--- src/rtl/core/rc4_pkg.sv ---
// rc4_pkg: shared constants, control word layout and microcode store for the rc4 engine
// depends on nothing; used by rc4_seq, rc4_stream_cipher_unit and rc4_chk

package rc4_pkg;

  localparam int unsigned KEY_MAX   = 256;
  localparam int unsigned KEY_IDX_W = (KEY_MAX > 1) ? $clog2(KEY_MAX) : 1;
  localparam int unsigned KEY_LEN_W = $clog2(KEY_MAX + 1);

  // input op codes
  localparam logic OP_KEY  = 1'b0;
  localparam logic OP_DATA = 1'b1;

  // result status codes
  localparam logic STATUS_OK    = 1'b0;
  localparam logic STATUS_NOKEY = 1'b1;

  typedef logic [3:0] step_t;

  // microprogram step codes
  localparam step_t STEP_IDLE = 4'd0;
  localparam step_t STEP_FILL = 4'd1;
  localparam step_t STEP_K1   = 4'd2;
  localparam step_t STEP_K2   = 4'd3;
  localparam step_t STEP_K3   = 4'd4;
  localparam step_t STEP_K4   = 4'd5;
  localparam step_t STEP_FIN  = 4'd6;
  localparam step_t STEP_P2   = 4'd7;
  localparam step_t STEP_P3   = 4'd8;
  localparam step_t STEP_P4   = 4'd9;
  localparam step_t STEP_P5   = 4'd10;

  typedef enum logic [1:0] {RA_INEXT, RA_N, RA_JSUM, RA_TSUM} ra_sel_e;
  typedef enum logic [1:0] {WA_N, WA_I, WA_J} wa_sel_e;
  typedef enum logic [1:0] {WD_N, WD_RD, WD_SI} wd_sel_e;
  typedef enum logic [1:0] {J_HOLD, J_KSA, J_PRGA} j_op_e;
  typedef enum logic [1:0] {SQ_NEXT, SQ_JUMP, SQ_LOOP, SQ_DISPATCH} seq_e;

  typedef struct packed {
    logic    ready;   // request port open
    ra_sel_e ra;      // permutation read address
    logic    we;      // permutation write
    wa_sel_e wa;
    wd_sel_e wd;
    logic    ld_si;
    logic    ld_sj;
    j_op_e   jop;
    logic    n_inc;
    logic    k_step;
    logic    fin;     // schedule done
    logic    out_ld;  // keystream result
    seq_e    seq;
    step_t   target;
  } ctrl_t;

  // dispatch decision taken in the idle step
  typedef struct packed {
    logic go_sched;
    logic go_prga;
  } disp_t;

  function automatic ctrl_t ucode(step_t s);
    ctrl_t c;
    c = '0;
    case (s)
      STEP_IDLE: begin
        c.ready = 1'b1;
        c.ra    = RA_INEXT;
        c.seq   = SQ_DISPATCH;
      end
      STEP_FILL: begin
        c.we     = 1'b1;
        c.wa     = WA_N;
        c.wd     = WD_N;
        c.n_inc  = 1'b1;
        c.seq    = SQ_LOOP;
        c.target = STEP_FILL;
      end
      STEP_K1: begin
        c.ra  = RA_N;
        c.seq = SQ_NEXT;
      end
      STEP_K2: begin
        c.ra    = RA_JSUM;
        c.jop   = J_KSA;
        c.ld_si = 1'b1;
        c.seq   = SQ_NEXT;
      end
      STEP_K3: begin
        c.we  = 1'b1;
        c.wa  = WA_N;
        c.wd  = WD_RD;
        c.seq = SQ_NEXT;
      end
      STEP_K4: begin
        c.we     = 1'b1;
        c.wa     = WA_J;
        c.wd     = WD_SI;
        c.n_inc  = 1'b1;
        c.k_step = 1'b1;
        c.seq    = SQ_LOOP;
        c.target = STEP_K1;
      end
      STEP_FIN: begin
        c.fin    = 1'b1;
        c.seq    = SQ_JUMP;
        c.target = STEP_IDLE;
      end
      STEP_P2: begin
        c.ra    = RA_JSUM;
        c.jop   = J_PRGA;
        c.ld_si = 1'b1;
        c.seq   = SQ_NEXT;
      end
      STEP_P3: begin
        c.we    = 1'b1;
        c.wa    = WA_I;
        c.wd    = WD_RD;
        c.ld_sj = 1'b1;
        c.seq   = SQ_NEXT;
      end
      STEP_P4: begin
        c.we  = 1'b1;
        c.wa  = WA_J;
        c.wd  = WD_SI;
        c.ra  = RA_TSUM;
        c.seq = SQ_NEXT;
      end
      STEP_P5: begin
        c.out_ld = 1'b1;
        c.seq    = SQ_JUMP;
        c.target = STEP_IDLE;
      end
      default: begin
        c.seq    = SQ_JUMP;
        c.target = STEP_IDLE;
      end
    endcase
    return c;
  endfunction

endpackage

--- src/rtl/core/rc4_seq.sv ---
// rc4_seq: step counter and microcode fetch with conditional jumps
// depends on rc4_pkg

module rc4_seq (
  input  logic           clk_i,
  input  logic           rst_ni,
  input  rc4_pkg::disp_t disp_i,
  input  logic           n_last_i,
  output rc4_pkg::ctrl_t ctrl_o
);

  rc4_pkg::step_t step_q, step_d;

  assign ctrl_o = rc4_pkg::ucode(step_q);

  always_comb begin
    step_d = step_q;
    case (ctrl_o.seq)
      rc4_pkg::SQ_NEXT: step_d = step_q + rc4_pkg::step_t'(1);
      rc4_pkg::SQ_JUMP: step_d = ctrl_o.target;
      rc4_pkg::SQ_LOOP: step_d = n_last_i ? step_q + rc4_pkg::step_t'(1) : ctrl_o.target;
      rc4_pkg::SQ_DISPATCH: begin
        if (disp_i.go_sched) begin
          step_d = rc4_pkg::STEP_FILL;
        end else if (disp_i.go_prga) begin
          step_d = rc4_pkg::STEP_P2;
        end
      end
      default: step_d = rc4_pkg::STEP_IDLE;
    endcase
  end

  always_ff @(posedge clk_i or negedge rst_ni) begin
    if (!rst_ni) begin
      step_q <= rc4_pkg::STEP_IDLE;
    end else begin
      step_q <= step_d;
    end
  end

endmodule

--- config.mk ---
export PLATFORM = sky130hd
export DESIGN_NAME = rc4_seq
export DESIGN_NICKNAME = d
export VERILOG_FILES = /design/src/rtl/core/rc4_pkg.sv /design/src/rtl/core/rc4_seq.sv
export SDC_FILE = /design/constraint.sdc
export NUM_CORES = 1
export LEC_CHECK = 0
export BUFFER_PORTS_ARGS = -buffer_cell sky130_fd_sc_hd__buf_2
export CAP_MARGIN = 40
export CORE_AREA = 3 3 40 42
export CTS_BUF_LIST = sky130_fd_sc_hd__clkbuf_16
export CTS_CLUSTER_DIAMETER = 40
export DETAILED_ROUTE_END_ITERATION = 12
export DIE_AREA = 0 0 43 45
export GPL_TIMING_DRIVEN = 0
export PLACE_DENSITY_LB_ADDON = 0.3
export SETUP_SLACK_MARGIN = 0.3
export SYNTH_ARGS = -nofsm -noshare
export SYNTH_HDL_FRONTEND = slang
export SYNTH_SLANG_ARGS = --single-unit
--- constraint.sdc ---
create_clock -name clk_i -period 4.7 [get_ports clk_i]
set_input_delay 0.47 -clock clk_i [delete_from_list [all_inputs] [get_ports clk_i]]
set_output_delay 0.47 -clock clk_i [all_outputs]
set_load 0.05 [all_outputs]
==> impl_metrics.env <==
export IMPL_post_cts_buffers=0
export IMPL_vias_per_cell=5.10
export IMPL_max_stage_delay_ps=430
export IMPL_top_usage_layer="met2"
export IMPL_finalHoldViolations=0
export IMPL_clockRootBuffer="clkbuf_16"
export IMPL_achievable_frequency_ghz=0.413
export IMPL_nets=121
export IMPL_grt_pass1_wl_um=2500
export IMPL_synth_top_area_share_pct=16.5
export IMPL_clock_sinks=4
export IMPL_crit_type="reg2out"
export IMPL_critPathLaunchType="register"
export IMPL_vias=638
export IMPL_routabilityCongestion=0.917
export IMPL_postRouteWirelength_um=1530
export IMPL_synth_edf_count=0
export IMPL_crit_arrival_ps=1950
export IMPL_timing_final_crit_share_pct=51.5
export IMPL_top_regs="step_q: 4 flops"
export IMPL_syn2layout_area_growth_pct=36.0
export IMPL_grt_pass1_vias=570
export IMPL_fillers=123
export IMPL_placeableCoreArea_um2=1280
export IMPL_layoutNonFillerInstCount=125
export IMPL_path_max_fanout=10
export IMPL_crit_start="step_q[0]$_DFFE_PN0P_"
export IMPL_cap_viol_max_count=0
export IMPL_hold_class="in2async"
export IMPL_critPathCaptureType="primary output"
export IMPL_slowest_stage="dfrtp_1"
export IMPL_setup_ws_ps=2280
export IMPL_wl_per_cell_um=12.2
export IMPL_io_pin_count=27
export IMPL_clkLatencyLatePin_ps=220
export IMPL_path_clk_slew_ps=30
export IMPL_grt_met2_usage_pct=30.8
export IMPL_start_util_pct=47.1
export IMPL_status="completed"
export IMPL_ys_seq_area_share_pct=16.5
export IMPL_drive_gt1_share_pct=35.5
export IMPL_worstPathRequired_ps=4230
export IMPL_drv_slew=0
export IMPL_drt_iter0_markers=11
export IMPL_die_width_um=43
export IMPL_r2r_end="step_q[1]$_DFFE_PN0P_"
export IMPL_final_seq_area_um2=100
export IMPL_h_tree_depth=1
export IMPL_track_usage_pct=17.1
export IMPL_netlist_area_um2=606
export IMPL_antenna_cells=0
export IMPL_rows=13
export IMPL_cts_tree="yes"
export IMPL_ys_warn_count=0
export IMPL_ff2ff_path_depth=7
export IMPL_grt_setup_unrepaired="false"
export IMPL_syn_area_per_cell_um2=7.39
export IMPL_grt_antenna_before_repair=0
export IMPL_largest_register_ffs=4
export IMPL_final_util_pct=64.1
export IMPL_port_buffers=24
export IMPL_yosys_top_cells_area="dfrtp_1 17%, and2_1 10%, ha_1 8.3%, buf_4 6.2%, nor2b_1 6.2%"
export IMPL_drc=0
export IMPL_first_pass_iters=4
export IMPL_crit_chain="inv_1 > ha_1 > buf_2 > o21bai_1 > a22oi_1 > and2_1 > inv_1 > buf_2"
export IMPL_die_area_um2=1940
export IMPL_ys_ff_latch=4
export IMPL_multi_input_area_um2=423
export IMPL_synth_largest_area_cell="dfrtp_1"
export IMPL_dpl_cell_count=122
export IMPL_antenna_left=0
export IMPL_cts_inserted_buffers=3
export IMPL_regMostFlops="step_q"
export IMPL_ys_flop_type="dfrtp_1"
export IMPL_cts_max_path_buffers=2
export IMPL_post_route_min_period_ps=2420
export IMPL_grt_max_degree=11
export IMPL_dieHeight_um=45
export IMPL_timing_rr_start="step_q[0]$_DFFE_PN0P_"
export IMPL_pre_cts_slack_ps=2540
export IMPL_dp_hpwl_um=1150
export IMPL_met3_usage_pct=4.78
export IMPL_cts_resized=0
export IMPL_setup_viol=0
export IMPL_netlist_instances=82
export IMPL_cp_endpoint="ctrl_o[4]"
export IMPL_synth_cell_types=34
export IMPL_r2r_setup_slack_ps=2860
export IMPL_async_flop_share_pct=100
export IMPL_setup_tns_ps=0
export IMPL_final_setup_skew_ps=2.31
export IMPL_grt_overflow_total=0
export IMPL_grt_use_met1_pct=20.3
export IMPL_postCtsHoldBufs=0
## synth_stat cells (all sizes together) (2+ instances only)
master  number
nand2b       2
nor3         3
buf          9
ha           4
nor2b        6
and2        10
a31oi        2
dfrtp        4
nor2         8
nand2        5
a21o         2
o21ai        4
inv          5
a22oi        2
## worst max-delay path: cells and delay by family, from the launching register on
family          cells  cell delay, ps
compound gates      2             350
fa+ha+maj           1             220
flops               1             430
buf+inv             4             570
simple gates        1             170
## routing by layer
layer | routed length [µm] | share of wire, %
met2 | 754 | 49
met5 | 0 | 0
met1 | 651 | 43
met4 | 13 | 0.85
met3 | 107 | 7.0
## placed cells by master (no fill, tap or decap), types with 3 or more instances in the layout
master and instances:
nor2_1 7, buf_4 5, clkbuf_16 3, dfrtp_1 4
nor2b_1 6, nand2_1 5, and2_1 10, o21ai_1 3
ha_1 4, inv_1 5, nor3_1 3, buf_2 27
## how the worst min path moves through the flow
stage,from,to,slack [ps],cells after the start
2_1_floorplan,rst_ni,step_q[0]$_DFFE_PN0P_,170,0
3_3_place_gp,rst_ni,step_q[2]$_DFFE_PN0P_,270,1
3_5_place_dp,rst_ni,step_q[2]$_DFFE_PN0P_,280,1
4_1_cts,rst_ni,step_q[2]$_DFFE_PN0P_,40,1
5_1_grt,rst_ni,step_q[2]$_DFFE_PN0P_,40,1
6_report,rst_ni,step_q[3]$_DFFE_PN0P_,40,1
## layout make-up
cell class	count	share of cell area [%]
Multi-Input combinational cell	64	51.4
Timing Repair Buffer	24	14.6
Sequential cell	4	12.2
Clock buffer	3	9.12
Buffer	10	8.21
Inverter	5	2.28
Tap cell	15	2.28
## stage by stage
stage	area, µm²	hold slack (ps)
final	823	42.7
after global routing	823	44.1
after CTS	823	42.3
after detailed placement	748	276
after global placement	748	274
after floorplan	609	174
## cells by family (layout without fill, tap and decap cells)
family,count (synthesis),after routing,share of synthesized area [%]
AO/OA/AOI/OAI,17,17,20.5
XOR/XNOR,1,1,1.45
adder cells (fa/ha/maj),4,4,8.26
buffers and inverters,15,42,14.3
flip-flops,4,4,16.5
multiplexers,2,2,3.51
other,1,2,0.619
AND/OR/NAND/NOR,38,38,34.9
Power is left out: the tool's default activity adds up to more than one toggle a clock period on the data nets, which glitch-free logic cannot reach.
